$ cat config.mk
export PLATFORM = sky130hd
export DESIGN_NAME = tlb_fifo_lookup_insert_flat
export DESIGN_NICKNAME = d
export VERILOG_FILES = /design/src/sv/tfl_pkg.sv /design/src/sv/tfl_chan_if.sv /design/src/sv/tlb_fifo_lookup_insert.sv /design/src/flat_wrapper.sv
export SDC_FILE = /design/constraint.sdc
export NUM_CORES = 1
export LEC_CHECK = 0
export BUFFER_PORTS_ARGS = -buffer_cell sky130_fd_sc_hd__buf_2
export CAP_MARGIN = 0
export CORE_MARGIN = 2
export CORE_UTILIZATION = 40
export DETAILED_ROUTE_END_ITERATION = 8
export GPL_ROUTABILITY_DRIVEN = 0
export PLACE_DENSITY = 0.69
export SETUP_SLACK_MARGIN = 0.3
export SYNTH_ARGS = -nofsm -noshare
export SYNTH_HDL_FRONTEND = slang
export SYNTH_SLANG_ARGS = --single-unit
$ cat constraint.sdc
create_clock -name clk -period 3.4 [get_ports clk]
set_input_delay 0.34 -clock clk [delete_from_list [all_inputs] [get_ports clk]]
set_output_delay 0.34 -clock clk [all_outputs]
set_load 0.03 [all_outputs]
$ cat src/sv/tfl_pkg.sv
// ---------------------------------------------------------------------------
// tfl_pkg: shared definitions for the translation buffer
// Field widths, operation codes, transfer payload types and parameter
// defaults used by the channel interface, the buffer and its checker.
// ---------------------------------------------------------------------------
package tfl_pkg;

    localparam int ENTRIES_DEFAULT    = 8;
    localparam int PAGE_BYTES_DEFAULT = 1024;

    localparam int ADDR_W      = 32;
    localparam int PROC_ID_W   = 8;
    localparam int VIRT_PAGE_W = 22;
    localparam int PHYS_PAGE_W = 12;
    localparam int OFFSET_W    = 10;

    typedef enum logic
    {
        OP_LOOKUP = 1'b0,
        OP_INSERT = 1'b1
    } op_t;

    typedef struct packed
    {
        op_t                    op;
        logic [ADDR_W-1:0]      virt_address;
        logic [PROC_ID_W-1:0]   proc_id;
        logic [VIRT_PAGE_W-1:0] new_virt_page;
        logic [PHYS_PAGE_W-1:0] new_phys_page;
    } req_item_t;

    typedef struct packed
    {
        logic                   hit;
        logic [PHYS_PAGE_W-1:0] phys_page;
        logic [OFFSET_W-1:0]    page_offset;
    } resp_item_t;

endpackage

$ cat src/sv/tfl_chan_if.sv
// ---------------------------------------------------------------------------
// tfl_chan_if: valid/ready channel
// Carries one payload item per transfer; a transfer completes at a rising
// clock edge at which valid and ready are both high.
// ---------------------------------------------------------------------------
interface tfl_chan_if #(parameter type T = logic) ();

    logic valid;
    logic ready;
    T     data;

    modport source (output valid, output data, input ready);
    modport sink   (input valid, input data, output ready);

endinterface

$ cat src/sv/tlb_fifo_lookup_insert.sv
// ---------------------------------------------------------------------------
// tlb_fifo_lookup_insert: fully associative translation buffer, FIFO refill
// Looks up or inserts one translation per transfer and returns one result
// per transfer.
// ---------------------------------------------------------------------------
// The buffer takes one request transfer in every clock cycle unless the
// response side stalls, and gives one response transfer per request, in
// request order, after it has passed the input register and then the
// result register. The rate is set by the single pass from the input
// register to the result register: the request's page number and process
// id are compared against every entry at once and the oldest matching
// entry is picked by a rotated priority encoder. A lookup returns hit, the
// physical page (zero on a miss) and the page offset; an insert returns
// all-zero fields. Inserts fill free slots in order and, once the buffer is
// full, replace the oldest entry. Entries are invalid after reset; no
// clearing pass is needed, so the buffer is ready at once.
// ---------------------------------------------------------------------------
module tlb_fifo_lookup_insert #(
    parameter int ENTRIES    = tfl_pkg::ENTRIES_DEFAULT,
    parameter int PAGE_BYTES = tfl_pkg::PAGE_BYTES_DEFAULT
) (
    input  logic           clk,
    input  logic           rst_n,
    tfl_chan_if.sink       req,
    tfl_chan_if.source     resp
);

    import tfl_pkg::*;

    localparam int IDX_W = $clog2(ENTRIES);
    localparam int CNT_W = $clog2(ENTRIES + 1);
    localparam int OFF_W = $clog2(PAGE_BYTES);

    // Input register stage.
    logic       s1_valid_reg;
    req_item_t  s1_item_reg;

    // Result register stage.
    logic       res_valid_reg;
    resp_item_t res_item_reg;
    resp_item_t res_item_next;

    // Entry storage: valid bits are reset, tags and pages are not.
    logic [ENTRIES-1:0]     entry_valid_reg;
    logic [VIRT_PAGE_W-1:0] entry_virt_page_reg [ENTRIES];
    logic [PROC_ID_W-1:0]   entry_proc_id_reg   [ENTRIES];
    logic [PHYS_PAGE_W-1:0] entry_phys_page_reg [ENTRIES];

    logic [CNT_W-1:0] fill_count_reg;
    logic [CNT_W-1:0] fill_count_next;
    logic [IDX_W-1:0] oldest_slot_reg;
    logic [IDX_W-1:0] oldest_slot_next;

    logic             res_load;
    logic             s1_load;
    logic             do_insert;
    logic [IDX_W-1:0] ins_slot;

    // The input stage moves on whenever the result register is empty or its
    // content is taken in this cycle; the input register refills behind it.
    assign res_load  = s1_valid_reg && (!res_valid_reg || resp.ready);
    assign req.ready = !s1_valid_reg || res_load;
    assign s1_load   = req.valid && req.ready;
    assign do_insert = res_load && (s1_item_reg.op == OP_INSERT);

    assign resp.valid = res_valid_reg;
    assign resp.data  = res_item_reg;

    always_ff @(posedge clk or negedge rst_n)
    begin
        if (!rst_n)
        begin
            s1_valid_reg  <= 1'b0;
            res_valid_reg <= 1'b0;
        end
        else
        begin
            if (req.ready)
            begin
                s1_valid_reg <= req.valid;
            end
            if (res_load)
            begin
                res_valid_reg <= 1'b1;
            end
            else if (resp.ready)
            begin
                res_valid_reg <= 1'b0;
            end
        end
    end

    always_ff @(posedge clk)
    begin
        if (s1_load)
        begin
            s1_item_reg <= req.data;
        end
        if (res_load)
        begin
            res_item_reg <= res_item_next;
        end
    end

    // Replacement bookkeeping: free slots are taken in order while the buffer
    // fills, after which the oldest slot is replaced and the age pointer
    // moves on, wrapping at the last slot.
    always_comb
    begin
        fill_count_next  = fill_count_reg;
        oldest_slot_next = oldest_slot_reg;
        if (fill_count_reg < CNT_W'(ENTRIES))
        begin
            ins_slot        = fill_count_reg[IDX_W-1:0];
            fill_count_next = fill_count_reg + CNT_W'(1);
        end
        else
        begin
            ins_slot = oldest_slot_reg;
            if (oldest_slot_reg == IDX_W'(ENTRIES - 1))
            begin
                oldest_slot_next = '0;
            end
            else
            begin
                oldest_slot_next = oldest_slot_reg + IDX_W'(1);
            end
        end
    end

    always_ff @(posedge clk or negedge rst_n)
    begin
        if (!rst_n)
        begin
            entry_valid_reg <= '0;
            fill_count_reg  <= '0;
            oldest_slot_reg <= '0;
        end
        else if (do_insert)
        begin
            entry_valid_reg[ins_slot] <= 1'b1;
            fill_count_reg            <= fill_count_next;
            oldest_slot_reg           <= oldest_slot_next;
        end
    end

    always_ff @(posedge clk)
    begin
        if (do_insert)
        begin
            entry_virt_page_reg[ins_slot] <= s1_item_reg.new_virt_page;
            entry_proc_id_reg[ins_slot]   <= s1_item_reg.proc_id;
            entry_phys_page_reg[ins_slot] <= s1_item_reg.new_phys_page;
        end
    end

    // Lookup. The page number is compared at the full address width, so a
    // page number wider than the stored tag never matches. Among matches, the
    // oldest wins: the lowest match at or above the age pointer, otherwise
    // the lowest match below it.
    logic [ADDR_W-1:0]  vpn_full;
    logic [ADDR_W-1:0]  off_full;
    logic [ENTRIES-1:0] match;
    logic [ENTRIES-1:0] match_upper;
    logic               hit_any;
    logic               hit_upper;
    logic [IDX_W-1:0]   idx_all;
    logic [IDX_W-1:0]   idx_upper;
    logic [IDX_W-1:0]   hit_idx;

    assign vpn_full = s1_item_reg.virt_address >> OFF_W;
    assign off_full = s1_item_reg.virt_address & ADDR_W'(PAGE_BYTES - 1);

    always_comb
    begin
        for (int i = 0; i < ENTRIES; i++)
        begin
            match[i] = entry_valid_reg[i]
                && (ADDR_W'(entry_virt_page_reg[i]) == vpn_full)
                && (entry_proc_id_reg[i] == s1_item_reg.proc_id);
            match_upper[i] = match[i] && (IDX_W'(i) >= oldest_slot_reg);
        end
    end

    always_comb
    begin
        idx_all   = '0;
        idx_upper = '0;
        for (int i = ENTRIES - 1; i >= 0; i--)
        begin
            if (match[i])
            begin
                idx_all = IDX_W'(i);
            end
            if (match_upper[i])
            begin
                idx_upper = IDX_W'(i);
            end
        end
    end

    assign hit_any   = |match;
    assign hit_upper = |match_upper;
    assign hit_idx   = hit_upper ? idx_upper : idx_all;

    always_comb
    begin
        res_item_next = '0;
        if (s1_item_reg.op == OP_LOOKUP)
        begin
            res_item_next.hit         = hit_any;
            res_item_next.phys_page   = hit_any ? entry_phys_page_reg[hit_idx] : '0;
            res_item_next.page_offset = off_full[OFFSET_W-1:0];
        end
    end

endmodule

$ cat src/flat_wrapper.sv
// flat-port wrapper written by rule: the top's interface ports become plain ports
module tlb_fifo_lookup_insert_flat import tfl_pkg::*;
#(
    parameter int ENTRIES    = tfl_pkg::ENTRIES_DEFAULT,
    parameter int PAGE_BYTES = tfl_pkg::PAGE_BYTES_DEFAULT
)
  (clk, rst_n, req_valid, req_data, req_ready, resp_valid, resp_data, resp_ready);
  tfl_chan_if #(.T(req_item_t)) req_i ();
  tfl_chan_if #(.T(resp_item_t)) resp_i ();
  input  logic clk;
  input  logic rst_n;
  input wire logic [$bits(req_i.valid)-1:0] req_valid;
  input wire logic [$bits(req_i.data)-1:0] req_data;
  output wire logic [$bits(req_i.ready)-1:0] req_ready;
  output wire logic [$bits(resp_i.valid)-1:0] resp_valid;
  output wire logic [$bits(resp_i.data)-1:0] resp_data;
  input wire logic [$bits(resp_i.ready)-1:0] resp_ready;
  assign req_i.valid = req_valid;
  assign req_i.data = req_data;
  assign req_ready = req_i.ready;
  assign resp_valid = resp_i.valid;
  assign resp_data = resp_i.data;
  assign resp_i.ready = resp_ready;
  tlb_fifo_lookup_insert #(.ENTRIES(ENTRIES), .PAGE_BYTES(PAGE_BYTES)) u_core (.clk(clk), .rst_n(rst_n), .req(req_i), .resp(resp_i));
endmodule
==> results of run 1 <==
[per-layer routing]
metal / routed length [microns] / up-vias / share of wire (%) / global-route usage (%)
met2: 22260 / 386 / 49 / 31.33
met1: 19080 / 5183 / 42 / 25.53
met3: 2670 / 89 / 5.9 / 3.185
met5: 0 / - / 0 / 0
li1: - / 4613 / - / -
met4: 1563 / 0 / 3.4 / 7.489
[layout make-up]
| type | instances | area (sq um) |
|---|---|---|
| fill | 3482 | 20990 |
| sequential | 451 | 13460 |
| multi-input combinational | 525 | 4856 |
| timing repair buffer | 321 | 2681 |
| clock buffer | 65 | 1306 |
| tap | 592 | 740.7 |
| clock inverter | 22 | 217.7 |
| inverter | 18 | 67.56 |
[cells in the final DEF, fill, tap and decap left out, types with 5 or more instances in the layout]
cell type      instances
mux2i_1               10
clkinv_1               8
a21oi_1                7
mux2_2                 9
buf_6                 19
nand4_1               55
mux2_4                 6
nor4_2                13
ha_1                   5
clkbuf_1              14
xor2_1                28
a32oi_1               16
nand2_1               18
inv_1                 18
clkinv_2               6
o2111ai_1              8
a32oi_2                9
nor2b_1               10
xnor2_1              174
xnor2_4                6
buf_12                15
dlygate4sd3_1         77
nor2_4                10
nor3_1                 6
xnor2_2               32
buf_2                103
or3_1                 13
or2_2                  8
nand3_1               21
buf_4                103
dfrtp_1               17
edfxtp_1             434
clkbuf_16             50
[synthesized netlist by cell type (all sizes together) (3+ instances only)]
cell       n
inv       18
nand3     24
o211ai     4
nor4      19
o2111ai   12
nand4     55
and2       3
nor2b     10
a31oi      3
or3       13
dfrtp     17
clkbuf     8
or2        8
a21oi      8
xor2      29
mux2      16
xnor2    212
nor3       6
edfxtp   434
buf       42
ha         5
a32oi     25
nor2      16
nand2b     5
nand2     18
mux2i     12
[worst max-delay path: stages (launching register included)]
cell       delay [ns]
edfxtp_1         0.47
buf_6            0.18
xnor2_2          0.15
nand4_1          0.22
or4_4            0.60
nor2_4           0.14
o211ai_4         0.11
a2111oi_4        0.43
nor4bb_4         0.09
buf_6            0.17
clkbuf_16        0.17
a32oi_2          0.18
mux2_4           0.19
o2111ai_2        0.11
[path summary, 6_finish.rpt]
| kind | end | slack, ns | cells after the start |
|---|---|---|---|
| worst min-delay path | u_core.resp.valid | 0.06 | 3 |
| worst max register to register | u_core.resp.data[18] | -0.09 | 13 |
| worst max-delay path | u_core.resp.data[18] | -0.09 | 13 |
| worst min register to register | u_core.entry_valid_reg[1] | 0.47 | 1 |
| min in group asynchronous | u_core.entry_valid_reg[3] | 0.28 | 2 |
| max in group asynchronous | u_core.entry_valid_reg[4] | 2.71 | 2 |
[what timing repair did]
action / 4_1_cts / 5_1_grt
setup buffers: 60 / 6
cloned: 3 / 1
hold buffers: 77 / 0
setup endpoints to repair: 12 / 12
hold endpoints to repair: 93 / 0
resized for setup: 89 / 30
pin swaps: 27 / 34
[per-stage QoR]
step	cell area, sq um	worst slack (ns)	setup TNS [ns]	std cells	total power [mW]
floorplan	17990	0.02995	0	1044	7.637
global placement	19660	-0.2759	-2.891	1760	8.136
detailed placement	19660	-0.3465	-3.639	1760	8.168
CTS	23060	0.1053	0	1987	13.44
global route	23330	-0.1980	-1.622	1994	13.84
finish	23330	-0.08673	-0.3903	1994	13.39
[power by group through the flow]
stage / logic [mW] / clock network [mW] / registers, mW
floorplan: 0.717 / 0 / 6.92
global placement: 1.15 / 0 / 6.98
detailed placement: 1.17 / 0 / 7.00
CTS: 1.40 / 5.18 / 6.87
global route: 1.51 / 5.41 / 6.92
finish: 1.41 / 5.10 / 6.88
[cells by family after synthesis]
kind of cell               Yosys count
AOI/OAI and AO/OA                   65
xor gates and xnor gates           241
adders and majority gates            5
buffers and inverters               68
DFF                                451
muxes                               28
and+or+nand+nor                    186
==> run_results.csv, run 1 <==
group,metric,value,unit
outcome,status,"finished with violations",
outcome,violations,"negative setup slack",
clock_network,h-tree-depth,2,
global_route,grt_util_all_layers,19.10,%
sta,hold_viol,0,
pwr,p_per_area,574.1,nW/um^2
sta,fin_crit,3.487,ns
global_route,grt_max_degree,48,
route,wl_per_cell,22.86,microns
sta,fmax,286.8,MHz
final_layout,largest_reg_flops,176,
synthesis,syn_avg_cell_area,17.22,sq um
pwr,p_leak,7.939,nW
synthesis,ys_seq_elements,451,
critical_path,critPathLaunch,"u_core.s1_item_reg[53]",
global_route,grt_pass1_vias,10451,
flow_run,cap_violations,0,
floorplan,dieArea,46670,sq um
synthesis,netlist_area,17980,sq um
synthesis,synth_top_cell_by_area,"edfxtp_1",
synthesis,synth_top_family_by_area,"XOR/XNOR gates",
global_route,grt_pass1_wl,65460,microns
clock_network,cts_tree,"done",
pwr,p_comb_share,10.6,%
synthesis,synth_mux_area_share,1.670,%
min_path,min_path_type,"in2reg",
pwr,pwr-share-seq,51.4,%
final_layout,layout-drive-gt1-share,30.60,%
route,vias,10271,
floorplan,num_rows,77,
floorplan,die_x,216.0,microns
critical_path,critPathCaptureType,"flop",
clock_network,clk_path_buf_depth,3,
critical_path,worstPathArrival,3.79,ns
sta,rsz0062_at_grt,"true",
final_layout,diodes,0,
synthesis,synthArstFlopShare,3.769,%
synthesis,synthCells,1044,
critical_path,worstPathRequired,3.70,ns
clock_network,cts_sinks,451,
clock_network,cts_buffers,47,
synthesis,synthXorXnorAreaFrac,11.74,%
global_route,grt-ovfl-total,0,
pwr,clkPwrFrac,38.1,%
route,drt-initial-drc-count,1086,
critical_path,worstReg2RegStart,"u_core.s1_item_reg[53]",
synthesis,synth_flop_cell,"edfxtp_1",
synthesis,ys_top_cells_by_area,"edfxtp_1, xnor2_1, dfrtp_1, nand4_1, xor2_1",
synthesis,yosys.area_share.simple,6.151,%
floorplan,initial_core_util,40.58,%
floorplan,pin_count,104,
synthesis,ys_seq_area_share,74.84,%
clock_network,clk_latency,0.58,ns
final_layout,num-nets-final,1448,
sta,fin_crit_sh,102.6,%
pwr,p_int,10.19,mW
min_path,min_from,"resp_ready",
route,final_antenna_net_count,0,
synthesis,synth.distinct_cells,51,
sta,finalSetupViolCount,10,
route,wl,45580,microns
critical_path,critPathMaxFanout,6,
synthesis,synthAdderAreaFrac,0.3479,%
sta,finClkSkew,0.02272,ns
placed_design,io_buffers,103,
sta,finalMaxSlewViolations,0,
floorplan,core,44320,sq um
synthesis,synth_edf_count,434,
sta,worst_slew_pin_slew,1.185,ns
pwr,ir_worst_vdd,0.3457,mV
final_layout,syn_to_final_growth,29.72,%
critical_path,start_kind,"flop",
synthesis,yosysTopAreaCellShare,72.47,%
route,viasPerCell,5.151,
sta,max_slew_margin,20.88,%
sta,hold_ws,0.06139,ns
route,remaining_drc_errors,0,
synthesis,synth.net_count,1128,
synthesis,synth-compound-area-share,3.034,%
route,drtPass1Iterations,4,
floorplan,die_h,216.0,microns
global_route,antenna_found_initial,1,
pwr,netSwitchingPower,3.201,mW
clock_network,clkTransAtPathRegs,0.06,ns
placed_design,post-dp-hpwl,26850,microns
critical_path,worstSetupPathType,"reg2reg",
pwr,p_sw_share,23.90,%
final_layout,final_util,52.64,%
sta,worst_slack,-0.08673,ns
synthesis,yosysWarningCount,0,
clock_network,clock-root-buffer,"clkbuf_16",
No activity file was read; power rests on OpenSTA's default activity.
==> inputs of run 2 (changes only) <==
--- a/config.mk
+++ b/config.mk
@@ -13,6 +13,7 @@
 export GPL_ROUTABILITY_DRIVEN = 0
 export PLACE_DENSITY = 0.69
 export SETUP_SLACK_MARGIN = 0.3
+export SKIP_CTS_REPAIR_TIMING = 1
 export SYNTH_ARGS = -nofsm -noshare
 export SYNTH_HDL_FRONTEND = slang
 export SYNTH_SLANG_ARGS = --single-unit
==> run_results.csv, run 2 (synthesis gave the netlist of run 1 again) <==
group,metric,value,unit
pwr,netSwitchingPower,3.173,mW
route,remaining_drc_errors,0,
sta,rsz0062_at_grt,"true",
min_path,whs_path_depth,3,
clock_network,cts_buffers,47,
route,drtPass1Iterations,5,
route,final_antenna_net_count,0,
pwr,p_per_area,573.5,nW/um^2
clock_network,clk_path_buf_depth,3,
clock_network,cts_sinks,451,
clock_network,clock-root-buffer,"clkbuf_16",
sta,fin_crit,3.359,ns
sta,fin_crit_sh,98.78,%
placed_design,place_inst,1760,
critical_path,reg2reg_to,"u_core.resp.data[12]",
critical_path,cp_slowest_cell,"edfxtp_1",
critical_path,ff2ff_path_depth,14,
global_route,grt_pass1_vias,9545,
final_layout,largest_reg_flops,176,
final_layout,final_cells,1986,
final_layout,num-nets-final,1440,
min_path,min_from,"resp_ready",
pwr,p_int,10.17,mW
route,viasPerCell,5.147,
pwr,p_sw_share,23.77,%
final_layout,syn_to_final_growth,29.40,%
pwr,pwr-share-seq,51.5,%
route,vias,10221,
final_layout,diodes,0,
route,wl_per_cell,22.58,microns
floorplan,die_x,216.0,microns
sta,finalSetupViolCount,0,
global_route,grt-ovfl-total,0,
global_route,grt_pass1_wl,61300,microns
outcome,status,"completed",
final_layout,layout_common_cells,"edfxtp_1, xnor2_1, buf_2, buf_4, dlygate4sd3_1",
pwr,ir_worst_vdd,0.3566,mV
critical_path,worstPathArrival,3.76,ns
sta,fmax,297.7,MHz
clock_network,clk_latency,0.58,ns
clock_network,h-tree-depth,2,
global_route,grt_max_degree,49,
critical_path,worstSetupPathType,"reg2reg",
clock_network,cts_tree,"done",
critical_path,critPathMaxFanout,6,
critical_path,start_kind,"flop",
sta,finalMaxSlewViolations,0,
critical_path,worstReg2RegStart,"u_core.s1_item_reg[67]",
critical_path,worstPathRequired,3.80,ns
pwr,p_comb_share,10.4,%
sta,worst_slew_pin_slew,1.114,ns
critical_path,crit_chain,"buf_6 -> xnor2_4 -> nand4_1 -> nor4_2 -> buf_4 -> nand2_1 -> nand4_1 -> o41a_1 -> nor4bb_4 -> buf_6 -> clkbuf_16 -> a32oi_2 -> mux2_4 -> o2111ai_1",
critical_path,critPathCaptureType,"flop",
pwr,power.total,13.35,mW
placed_design,io_buffers,103,
sta,final.setup.tns,0,ns
floorplan,initial_core_util,40.58,%
sta,finClkSkew,0.02049,ns
placed_design,post-dp-hpwl,26850,microns
global_route,grt_util_all_layers,17.87,%
floorplan,dieArea,46670,sq um
final_layout,layout_commonest_cell,"edfxtp_1",
pwr,p_leak,7.932,nW
final_layout,fillers,3488,
final_layout,final_util,52.51,%
floorplan,die_h,216.0,microns
floorplan,core,44320,sq um
global_route,antenna_found_initial,1,
final_layout,layout-drive-gt1-share,30.56,%
floorplan,num_rows,77,
sta,hold_viol,0,
min_path,min_path_type,"in2reg",
route,drt-initial-drc-count,992,
sta,max_slew_margin,25.65,%
floorplan,pin_count,104,
critical_path,max_stage_delay,0.45,ns
pwr,clkPwrFrac,38.1,%
clock_network,clkTransAtPathRegs,0.06,ns
flow_run,cap_violations,0,
critical_path,r2r_slack,0.04,ns
min_path,hold_end,"u_core.resp.valid",
route,wl,44850,microns
## run 2: metrics by stage
step	hold slack [ns]	instance area (sq um)	worst slack [ns]
after floorplan	0.04441	17990	0.02995
after global placement	0.3746	19660	-0.2759
after detailed placement	0.3748	19660	-0.3465
after CTS	-0.2351	21180	-0.3715
after global routing	0.09063	23270	-0.07412
final	0.06260	23270	0.04146
## run 2: worst max path at each step
stage / startpoint / cells after the start / to / slack, ns
after detailed placement: u_core.s1_item_reg[61] / 12 / u_core.resp.data[18] / -0.35
after global routing: u_core.s1_item_reg[58] / 14 / u_core.resp.data[12] / -0.07
after global placement: u_core.s1_item_reg[61] / 12 / u_core.resp.data[21] / -0.28
after CTS: u_core.s1_item_reg[61] / 12 / u_core.resp.data[18] / -0.37
final: u_core.s1_item_reg[67] / 14 / u_core.resp.data[12] / 0.04
after floorplan: u_core.resp.valid / 4 / u_core.entry_phys_page_reg[4][0] / 0.03
## run 2: layer usage
metal / GRT usage, % / vias up / wire length [microns]
met5: 0 / - / 0
met1: 24.97 / 5156 / 18850
met2: 29.05 / 391 / 21920
li1: - / 4591 / -
met4: 5.594 / 0 / 1339
met3: 2.593 / 83 / 2747
## run 2: power groups by stage
stage / Combinational (mW) / Sequential [mW] / Clock, mW
CTS: 1.18 / 6.88 / 5.18
finish: 1.39 / 6.88 / 5.09
floorplan: 0.717 / 6.92 / 0
detailed placement: 1.17 / 7.00 / 0
global placement: 1.15 / 6.98 / 0
global route: 1.48 / 6.92 / 5.41
## run 2: critical path: cells and delay by family (launching register included)
family | cells | cell delay (ns)
AO/OA/AOI/OAI | 3 | 0.36
XOR/XNOR | 1 | 0.21
buffers and inverters | 4 | 0.73
flip-flops | 1 | 0.45
multiplexers | 1 | 0.28
AND/OR/NAND/NOR | 5 | 1.13
## run 2: area by class of cell
type	instances	area, sq um	area share, %
Clock inverter	22	217.7	0.9356
Inverter	18	67.56	0.2904
Multi-Input combinational cell	525	4861	20.89
Timing Repair Buffer	313	2619	11.25
Clock buffer	65	1306	5.613
Tap cell	592	740.7	3.183
Sequential cell	451	13460	57.83
